File: src/hdl/oaht_pkg.sv
// ----------------------------------------------------------------------------
// oaht_pkg
// Shared types and constants of the open-addressing hash table unit.
// ----------------------------------------------------------------------------
package oaht_pkg;

   localparam int KEY_W     = 31;
   localparam int MOD_W     = 31;
   localparam int TS_W      = 7;
   localparam int CSR_AW    = 2;
   localparam int CSR_DW    = 31;
   localparam int DEPTH_DEF = 64;

   localparam logic [MOD_W-1:0] MOD_RESET = MOD_W'(61);
   localparam logic [TS_W-1:0]  TS_RESET  = TS_W'(64);

   // Reciprocal of ten for a 32-bit dividend: q = (h * RECIP10) >> RECIP10_SHIFT.
   localparam logic [31:0] RECIP10       = 32'hCCCC_CCCD;
   localparam int          RECIP10_SHIFT = 35;

   localparam logic [CSR_AW-1:0] CSR_PROBE_MODE = CSR_AW'(0);
   localparam logic [CSR_AW-1:0] CSR_MODULUS    = CSR_AW'(1);
   localparam logic [CSR_AW-1:0] CSR_TABLE_SIZE = CSR_AW'(2);

   localparam logic CMD_INSERT = 1'b0;
   localparam logic CMD_LOOKUP = 1'b1;

   localparam logic MODE_LINEAR    = 1'b0;
   localparam logic MODE_QUADRATIC = 1'b1;

   typedef enum logic [2:0] {
      ST_HOME  = 3'd0,
      ST_COLL  = 3'd1,
      ST_DUP   = 3'd2,
      ST_FOUND = 3'd3,
      ST_MISS  = 3'd4,
      ST_FULL  = 3'd5
   } status_type;

endpackage

File: src/hdl/oaht_if.sv
// ----------------------------------------------------------------------------
// oaht_req_if / oaht_rsp_if
// Valid/ready channels carrying request and response items.
// ----------------------------------------------------------------------------
interface oaht_req_if;
   logic                     valid;
   logic                     ready;
   logic                     cmd;
   logic [oaht_pkg::KEY_W-1:0] key;

   modport source (output valid, output cmd, output key, input ready);
   modport sink   (input valid, input cmd, input key, output ready);
endinterface

interface oaht_rsp_if #(
   parameter int POS_W = 6,
   parameter int PRB_W = 7
);
   logic                 valid;
   logic                 ready;
   oaht_pkg::status_type status;
   logic [POS_W-1:0]     position;
   logic [PRB_W-1:0]     probes;

   modport source (output valid, output status, output position, output probes,
                   input ready);
   modport sink   (input valid, input status, input position, input probes,
                   output ready);
endinterface

File: src/hdl/oaht_home_unit.sv
// ----------------------------------------------------------------------------
// oaht_home_unit
// Computes the home slot of a key: a bit-serial remainder by the nonzero modulus,
// then repeated division by ten until the value is below the size in use.
// ----------------------------------------------------------------------------
module oaht_home_unit #(
   parameter  int DEPTH = oaht_pkg::DEPTH_DEF,
   localparam int AW    = $clog2(DEPTH),
   localparam int SW    = $clog2(DEPTH + 1)
) (
   input  logic                       clock,
   input  logic                       reset,
   input  logic                       start,
   input  logic [oaht_pkg::KEY_W-1:0] key,
   input  logic [oaht_pkg::MOD_W-1:0] modulus,
   input  logic [SW-1:0]              size,
   output logic                       done,
   output logic [AW-1:0]              home
);

   localparam int KW = oaht_pkg::KEY_W;
   localparam int CW = $clog2(KW);

   typedef enum logic [2:0] {
      H_IDLE = 3'b001,
      H_DIV  = 3'b010,
      H_TEN  = 3'b100
   } hstate_type;

   hstate_type     state_ff, state_in;
   logic [KW-1:0]  h_ff, h_in;
   logic [KW-1:0]  dvd_ff, dvd_in;
   logic [CW-1:0]  cnt_ff, cnt_in;
   logic [KW:0]    trial;
   logic [KW:0]    divisor;
   logic [63:0]    prod;
   logic [KW-1:0]  quot;

   always_comb begin
      trial    = {h_ff, dvd_ff[KW-1]};
      divisor  = {1'b0, modulus};
      prod     = 64'(h_ff) * 64'(oaht_pkg::RECIP10);
      quot     = KW'(prod >> oaht_pkg::RECIP10_SHIFT);
      state_in = state_ff;
      h_in     = h_ff;
      dvd_in   = dvd_ff;
      cnt_in   = cnt_ff;
      done     = 1'b0;
      unique case (state_ff)
         H_IDLE: begin
            if (start) begin
               if (modulus == '0) begin
                  h_in     = key;
                  state_in = H_TEN;
               end else begin
                  h_in     = '0;
                  dvd_in   = key;
                  cnt_in   = '0;
                  state_in = H_DIV;
               end
            end
         end
         H_DIV: begin
            if (trial >= divisor) begin
               h_in = KW'(trial - divisor);
            end else begin
               h_in = KW'(trial);
            end
            dvd_in = dvd_ff << 1;
            cnt_in = CW'(cnt_ff + 1'b1);
            if (cnt_ff == CW'(KW - 1)) begin
               state_in = H_TEN;
            end
         end
         H_TEN: begin
            if (h_ff >= KW'(size)) begin
               h_in = quot;
            end else begin
               done     = 1'b1;
               state_in = H_IDLE;
            end
         end
         default: begin
            state_in = H_IDLE;
         end
      endcase
   end

   always_ff @(posedge clock) begin
      if (reset) begin
         state_ff <= H_IDLE;
      end else begin
         state_ff <= state_in;
      end
      h_ff   <= h_in;
      dvd_ff <= dvd_in;
      cnt_ff <= cnt_in;
   end

   assign home = h_ff[AW-1:0];

endmodule

File: src/hdl/open_addressing_hash_table_unit.sv
// ----------------------------------------------------------------------------
// open_addressing_hash_table_unit
// Hash table of keys with open addressing and linear or quadratic probing.
// ----------------------------------------------------------------------------
// After reset the unit sweeps its slot memory to mark every slot free, during
// which no item is accepted; configuration writes are taken throughout. Items
// are then handled one at a time. An item is accepted, starts the hash, goes
// through the bit-serial remainder by the modulus (none when the modulus is
// zero), then through the divisions by ten and one more step to find the home
// slot, and then examines slots, each of which is read from the memory and
// checked in the following cycle. A finished item waits in the output
// register, and the next item is accepted meanwhile; while that register is
// still full, an item that is done with its probes waits before it leaves.
// ----------------------------------------------------------------------------
module open_addressing_hash_table_unit #(
   parameter  int DEPTH = oaht_pkg::DEPTH_DEF,
   localparam int AW    = $clog2(DEPTH),
   localparam int SW    = $clog2(DEPTH + 1)
) (
   input  logic                        clock,
   input  logic                        reset,
   oaht_req_if.sink                    req_bus,
   oaht_rsp_if.source                  rsp_bus,
   input  logic                        csr_we,
   input  logic [oaht_pkg::CSR_AW-1:0] csr_addr,
   input  logic [oaht_pkg::CSR_DW-1:0] csr_wdata
);

   localparam int KW  = oaht_pkg::KEY_W;
   localparam int TW  = oaht_pkg::TS_W;
   localparam int CLW = (SW > TW) ? SW : TW;

   typedef enum logic [4:0] {
      S_CLEAR = 5'b00001,
      S_IDLE  = 5'b00010,
      S_HASH  = 5'b00100,
      S_READ  = 5'b01000,
      S_CHECK = 5'b10000
   } state_type;

   state_type                  state_ff, state_in;
   logic                       mode_ff;
   logic [oaht_pkg::MOD_W-1:0] modulus_ff;
   logic [TW-1:0]              tsize_ff;

   logic                       cmd_ff, cmd_in;
   logic [KW-1:0]              key_ff, key_in;
   logic [SW-1:0]              size_ff, size_in;
   logic [AW-1:0]              slot_ff, slot_in;
   logic [SW-1:0]              idx_ff, idx_in;
   logic [SW-1:0]              step_ff, step_in;
   logic [AW-1:0]              clr_ff, clr_in;

   logic [KW:0]                mem [DEPTH];
   logic [KW:0]                rdata_ff;
   logic                       mem_we;
   logic [AW-1:0]              mem_waddr;
   logic [KW:0]                mem_wdata;

   logic                       rsp_valid_ff, rsp_valid_in;
   oaht_pkg::status_type       rsp_status_ff, res_status;
   logic [AW-1:0]              rsp_pos_ff, res_pos;
   logic [SW-1:0]              rsp_prb_ff, res_prb;

   logic                       hash_start;
   logic                       hash_done;
   logic [AW-1:0]              hash_home;

   logic                       accept;
   logic                       out_free;
   logic                       fire;
   logic                       used;
   logic                       hit;
   logic                       lookup;
   logic                       last;
   logic [SW:0]                sum;
   logic [SW:0]                step2;
   logic [CLW-1:0]             ts_wide;

   oaht_home_unit #(
      .DEPTH (DEPTH)
   ) u_home (
      .clock   (clock),
      .reset   (reset),
      .start   (hash_start),
      .key     (key_ff),
      .modulus (modulus_ff),
      .size    (size_ff),
      .done    (hash_done),
      .home    (hash_home)
   );

   assign req_bus.ready = (state_ff == S_IDLE);
   assign accept        = req_bus.valid && (state_ff == S_IDLE);
   assign out_free      = !rsp_valid_ff || rsp_bus.ready;

   always_comb begin
      ts_wide = CLW'(tsize_ff);
      if (ts_wide == '0) begin
         size_in = SW'(1);
      end else if (ts_wide > CLW'(DEPTH)) begin
         size_in = SW'(DEPTH);
      end else begin
         size_in = SW'(ts_wide);
      end
   end

   always_comb begin
      used       = rdata_ff[KW];
      hit        = (rdata_ff[KW-1:0] == key_ff);
      lookup     = (cmd_ff == oaht_pkg::CMD_LOOKUP);
      last       = ((SW + 1)'(idx_ff) + 1'b1) >= (SW + 1)'(size_ff);
      sum        = (SW + 1)'(slot_ff) + (SW + 1)'(step_ff);
      step2      = (SW + 1)'(step_ff) + (SW + 1)'(2);
      state_in   = state_ff;
      cmd_in     = cmd_ff;
      key_in     = key_ff;
      slot_in    = slot_ff;
      idx_in     = idx_ff;
      step_in    = step_ff;
      clr_in     = clr_ff;
      hash_start = 1'b0;
      mem_we     = 1'b0;
      mem_waddr  = slot_ff;
      mem_wdata  = {1'b1, key_ff};
      fire       = 1'b0;
      res_status = oaht_pkg::ST_MISS;
      res_pos    = '0;
      res_prb    = idx_ff;

      if (!used) begin
         if (lookup) begin
            res_status = oaht_pkg::ST_MISS;
         end else begin
            res_status = (idx_ff == '0) ? oaht_pkg::ST_HOME : oaht_pkg::ST_COLL;
            res_pos    = slot_ff;
         end
      end else if (hit) begin
         res_status = lookup ? oaht_pkg::ST_FOUND : oaht_pkg::ST_DUP;
         res_pos    = slot_ff;
      end else begin
         res_status = lookup ? oaht_pkg::ST_MISS : oaht_pkg::ST_FULL;
      end

      unique case (state_ff)
         S_CLEAR: begin
            mem_we    = 1'b1;
            mem_waddr = clr_ff;
            mem_wdata = '0;
            clr_in    = AW'(clr_ff + 1'b1);
            if (clr_ff == AW'(DEPTH - 1)) begin
               state_in = S_IDLE;
            end
         end
         S_IDLE: begin
            if (accept) begin
               cmd_in     = req_bus.cmd;
               key_in     = req_bus.key;
               state_in   = S_HASH;
            end
         end
         S_HASH: begin
            hash_start = !hash_done;
            if (hash_done) begin
               slot_in  = hash_home;
               idx_in   = '0;
               step_in  = SW'(1);
               state_in = S_READ;
            end
         end
         S_READ: begin
            state_in = S_CHECK;
         end
         S_CHECK: begin
            if (!used || hit || last) begin
               if (out_free) begin
                  fire     = 1'b1;
                  mem_we   = !used && !lookup;
                  state_in = S_IDLE;
               end
            end else begin
               slot_in = (sum >= (SW + 1)'(size_ff)) ? AW'(sum - (SW + 1)'(size_ff))
                                                     : AW'(sum);
               idx_in  = SW'(idx_ff + 1'b1);
               if (mode_ff == oaht_pkg::MODE_QUADRATIC) begin
                  step_in = (step2 >= (SW + 1)'(size_ff))
                            ? SW'(step2 - (SW + 1)'(size_ff)) : SW'(step2);
               end
               state_in = S_READ;
            end
         end
         default: begin
            state_in = S_IDLE;
         end
      endcase

      if (accept) begin
         step_in = '0;
      end
   end

   assign rsp_valid_in = fire || (rsp_valid_ff && !rsp_bus.ready);

   always_ff @(posedge clock) begin
      if (reset) begin
         state_ff     <= S_CLEAR;
         clr_ff       <= '0;
         rsp_valid_ff <= 1'b0;
         mode_ff      <= oaht_pkg::MODE_LINEAR;
         modulus_ff   <= oaht_pkg::MOD_RESET;
         tsize_ff     <= oaht_pkg::TS_RESET;
      end else begin
         state_ff     <= state_in;
         clr_ff       <= clr_in;
         rsp_valid_ff <= rsp_valid_in;
         if (csr_we) begin
            unique case (csr_addr)
               oaht_pkg::CSR_PROBE_MODE: mode_ff    <= csr_wdata[0];
               oaht_pkg::CSR_MODULUS:    modulus_ff <= csr_wdata[oaht_pkg::MOD_W-1:0];
               oaht_pkg::CSR_TABLE_SIZE: tsize_ff   <= csr_wdata[TW-1:0];
               default: begin
               end
            endcase
         end
      end
      cmd_ff  <= cmd_in;
      key_ff  <= key_in;
      slot_ff <= slot_in;
      idx_ff  <= idx_in;
      step_ff <= step_in;
      if (accept) begin
         size_ff <= size_in;
      end
      if (fire) begin
         rsp_status_ff <= res_status;
         rsp_pos_ff    <= res_pos;
         rsp_prb_ff    <= res_prb;
      end
   end

   always_ff @(posedge clock) begin
      if (mem_we) begin
         mem[mem_waddr] <= mem_wdata;
      end
      rdata_ff <= mem[slot_ff];
   end

   assign rsp_bus.valid    = rsp_valid_ff;
   assign rsp_bus.status   = rsp_status_ff;
   assign rsp_bus.position = rsp_pos_ff;
   assign rsp_bus.probes   = rsp_prb_ff;

endmodule
File: src/flat_wrapper.sv
// flat-port wrapper written by rule: the top's interface ports become plain ports
module open_addressing_hash_table_unit_flat 
#(
   parameter  int DEPTH = oaht_pkg::DEPTH_DEF,
   localparam int AW    = $clog2(DEPTH),
   localparam int SW    = $clog2(DEPTH + 1)
)
  (clock, reset, csr_we, csr_addr, csr_wdata, req_bus_valid, req_bus_cmd, req_bus_key, req_bus_ready, rsp_bus_valid, rsp_bus_status, rsp_bus_position, rsp_bus_probes, rsp_bus_ready);
  oaht_req_if req_bus_i ();
  oaht_rsp_if rsp_bus_i ();
  input  logic clock;
  input  logic reset;
  input  logic csr_we;
  input  logic [oaht_pkg::CSR_AW-1:0] csr_addr;
  input  logic [oaht_pkg::CSR_DW-1:0] csr_wdata;
  input wire logic [$bits(req_bus_i.valid)-1:0] req_bus_valid;
  input wire logic [$bits(req_bus_i.cmd)-1:0] req_bus_cmd;
  input wire logic [$bits(req_bus_i.key)-1:0] req_bus_key;
  output wire logic [$bits(req_bus_i.ready)-1:0] req_bus_ready;
  output wire logic [$bits(rsp_bus_i.valid)-1:0] rsp_bus_valid;
  output wire logic [$bits(rsp_bus_i.status)-1:0] rsp_bus_status;
  output wire logic [$bits(rsp_bus_i.position)-1:0] rsp_bus_position;
  output wire logic [$bits(rsp_bus_i.probes)-1:0] rsp_bus_probes;
  input wire logic [$bits(rsp_bus_i.ready)-1:0] rsp_bus_ready;
  assign req_bus_i.valid = req_bus_valid;
  assign req_bus_i.cmd = req_bus_cmd;
  assign req_bus_i.key = req_bus_key;
  assign req_bus_ready = req_bus_i.ready;
  assign rsp_bus_valid = rsp_bus_i.valid;
  assign rsp_bus_status = rsp_bus_i.status;
  assign rsp_bus_position = rsp_bus_i.position;
  assign rsp_bus_probes = rsp_bus_i.probes;
  assign rsp_bus_i.ready = rsp_bus_ready;
  open_addressing_hash_table_unit #(.DEPTH(DEPTH)) u_core (.clock(clock), .reset(reset), .req_bus(req_bus_i), .rsp_bus(rsp_bus_i), .csr_we(csr_we), .csr_addr(csr_addr), .csr_wdata(csr_wdata));
endmodule
File: config.mk
export PLATFORM = sky130hd
export DESIGN_NAME = open_addressing_hash_table_unit_flat
export DESIGN_NICKNAME = d
export VERILOG_FILES = /design/src/hdl/oaht_pkg.sv /design/src/hdl/oaht_if.sv /design/src/hdl/oaht_home_unit.sv /design/src/hdl/open_addressing_hash_table_unit.sv /design/src/flat_wrapper.sv
export SDC_FILE = /design/constraint.sdc
export NUM_CORES = 2
export LEC_CHECK = 0
export ABC_AREA = 1
export BUFFER_PORTS_ARGS = -buffer_cell sky130_fd_sc_hd__buf_4
export CAP_MARGIN = 20
export CORE_AREA = 2 2 444 446
export CTS_CLUSTER_SIZE = 25
export DETAILED_ROUTE_END_ITERATION = 7
export DIE_AREA = 0 0 446 448
export PLACE_DENSITY_LB_ADDON = 0.05
export SYNTH_ARGS = -nofsm -noshare
export SYNTH_HDL_FRONTEND = slang
export SYNTH_SLANG_ARGS = --single-unit
File: constraint.sdc
create_clock -name clock -period 7.4 [get_ports clock]
set_input_delay 1.11 -clock clock [delete_from_list [all_inputs] [get_ports clock]]
set_output_delay 1.11 -clock clock [all_outputs]
set_load 0.02 [all_outputs]
==> results.toml <==
[sta]
finalHoldViolations = 0
setup_tns_ns = 0
finalMaxSlewViolations = 0
rsz0062_at_grt = "false"
max_freq_mhz = 140
skew_ns = 0.0573
timing.final.crit_share_pct = 96.6
fin_crit_ns = 7.15
relSlewSlack_pct = 22.7
worst-slew-pin-transition_ns = 1.15
setup_violations = 0

[layout]
syn_to_final_growth_pct = 10.8
final_nets = 10200
final_common_cell = "edfxtp_1"
final_cell_mix = "edfxtp_1 (2183), nor2_1 (1462), o21ai_0 (1277), nand2_1 (963), inv_1 (668)"
drive_above_1_share_pct = 8.01

[job]
maxCapViolCount = 0

[clock_tree]
htreeDepth = 4
clock_path_buffers = 3
cts_tree = "built"
cts_buffers = 225
cts.sinks = 2276
clkLatencyLatePin_ns = 0.89
clockRootBuffer = "clkbuf_16"
clkTransAtPathRegs_ns = 0.06

[outcome]
status = "finished, final reports clean"

[yosys]
synth_cells = 9440
ys_ff_latch = 2276
synth_edf_count = 2183
synth_top_area_share_pct = 61.3
synth_top_family_by_area = "compound AO/OA/AOI/OAI gates"
async_flop_share_pct = 0
synth_compound_area_share_pct = 11.5
yosys.area_share.adder_pct = 9.04
synth-seq-area-share_pct = 63.0
yosys.area.top_type = "edfxtp_1"
ys_warn_count = 0
yosys-top-cells-area = "edfxtp_1 (61%), o21ai_0 (6.0%), nor2_1 (5.5%)"
synth.avg_cell_area_um2 = 11.3
synthFlopType = "edfxtp_1"
synth_area_mm2 = 0.107
syn_nets = 10100
synth.distinct_cells = 56
yosys.area_share.simple_pct = 11.3
synth_xor_area_share_pct = 0.725
synthMuxAreaShare_pct = 0

[place]
io_buffers = 87
gp_congestion = 0.989
dp_hpwl_mm = 219

[floorplan]
row_count = 162
start_util_pct = 55.0
core_mm2 = 0.195
ios = 88
die_h_um = 448
die_area_mm2 = 0.200
die_w_um = 446

[setup_path]
startpoint_type = "register"
r2r_cells = 21
cp.arrival_ns = 7.73
crit_type = "register to register"
slowest_delay_ns = 0.59
end_kind = "register"
crit_required_ns = 7.98
slowest_stage = "fa_1"
ff2ff_setup_slack_ns = 0.25
crit_top_cell = "fa_1"
path_cells = "inv_1, ha_1, ha_1, or2_2, fa_1, fa_1, fa_1, inv_1, fa_1, inv_1, fa_1, fa_1, ha_1, a21oi_1, o21ai_0, a21oi_1, nand3_1, nand3_1, nand3b_1, nand3_1, nand3_1"
path_max_fanout = 6

[worst_hold_path]
hp-class = "input pin to register"
hold-path-cell-count = 1

[detailed_routing]
dr.pass1.iters = 7
vias_per_cell = 6.16
drc = 0
ant_nets = 0
routed_wl_mm = 349
wire_per_inst_um = 28.5
drt_iter0_markers = 9612
vias = 75300

[global_routing]
use_met3_pct = 5.96
top_usage_layer = "met2"
antenna_found_initial = 15
grt_usage_pct = 34.7
overflow = 0
grt_pass1_vias = 72000
grt_max_degree = 215
grt_use_met1_pct = 48.1
grtUsageMet2_pct = 54.4
grt_pass1_wl_mm = 499
==> timing repair <==
item / in CTS / in global routing
setup buffers: 0 / 2
hold buffers: 0 / 0
resized for setup: 1 / 9
setup endpoints to repair: 1 / 12
==> path summary, 6_finish.rpt <==
| kind | startpoint | endpoint |
|---|---|---|
| min reg2reg | u_core.ts_wide[1] | u_core.ts_wide[1] |
| min | req_bus_key[17] | u_core.key_ff[17] |
| max | u_core.u_home.h_ff[9] | u_core.u_home.h_ff[20] |
| max reg2reg | u_core.u_home.h_ff[9] | u_core.u_home.h_ff[20] |
==> layout make-up <==
type / instances / area, um^2
antenna: 7 / 17.5
fill: 15600 / 76100
tap: 2542 / 3180
clock inverter: 120 / 1100
timing repair buffer: 312 / 2620
multi-input combinational: 5987 / 35600
inverter: 684 / 2620
sequential: 2276 / 67400
clock buffer: 295 / 5970
==> through the flow <==
step                      cells  instance area, um^2  hold WS, ns  setup slack, ns  utilization [%]
after global routing      12200               118000        0.392          0.00836             60.9
after global placement    11800               111000        0.465           0.0246             57.2
after floorplan            9440               107000        0.444             1.14                -
final                     12200               119000        0.424            0.254             60.9
after detailed placement  11800               111000        0.473           0.0143             57.2
after CTS                 12200               118000        0.374           0.0755             60.9
==> flip-flops by register name (all words and copies together), names as in the netlist <==
name                     count
u_core.u_home.state_ff       3
u_core.rsp_bus.status        3
u_core.size_ff               7
u_core.idx_ff                7
u_core.ts_wide               7
u_core.modulus_ff           31
u_core.key_ff               31
u_core.slot_ff               6
u_core.rsp_bus.valid         1
u_core.cmd_ff                1
u_core.u_home.cnt_ff         5
u_core.step_ff               7
u_core.u_home.dvd_ff        31
u_core.clr_ff                6
u_core.rsp_bus.position      6
u_core.u_home.h_ff          31
u_core.rdata_ff             32
u_core.mem                2048
u_core.rsp_bus.probes        7
u_core.state_ff              5
u_core.mode_ff               1
==> critical path, delay by kind of cell, from the launching register on <==
family                     cells  cell delay, ns
adders and majority gates      9            3.99
and+or+nand+nor                6            1.14
AOI/OAI and AO/OA              3            1.00
DFF                            1            0.49
buffers and inverters          3            0.24
==> kinds of logic (layout without fill, tap and decap cells) <==
logic type	after synthesis	count (layout)
flops	2276	2276
buf+inv	1177	1411
xor+xnor	87	87
other cells	0	7
simple gates	2999	2999
fa+ha+maj	632	632
compound gates	2269	2269
==> cells in the mapped netlist (6+ instances only) <==
| cell type | instances |
|---|---|
| a211oi_1 | 6 |
| a21o_1 | 15 |
| a21oi_1 | 221 |
| buf_1 | 20 |
| buf_2 | 152 |
| buf_4 | 18 |
| buf_6 | 7 |
| clkbuf_1 | 290 |
| dfxtp_1 | 93 |
| edfxtp_1 | 2183 |
| fa_1 | 235 |
| ha_1 | 397 |
| inv_1 | 674 |
| inv_2 | 7 |
| nand2_1 | 963 |
| nand3_1 | 332 |
| nand3b_1 | 15 |
| nand4_1 | 31 |
| nor2_1 | 1559 |
| nor3_1 | 52 |
| nor3_2 | 6 |
| nor4_1 | 8 |
| o211ai_1 | 24 |
| o21ai_0 | 1278 |
| o21ai_1 | 112 |
| o21bai_1 | 13 |
| o22ai_1 | 578 |
| or2_2 | 11 |
| xnor2_1 | 58 |
| xor2_1 | 28 |
==> layer usage <==
layer,vias up,routed length (um)
li1,33500,-
met1,37300,140000
met2,3748,160000
met3,664,31200
met4,4,17200
met5,-,19
Power is left out: the tool's default activity adds up to more than one toggle a clock period on the data nets, which glitch-free logic cannot reach.
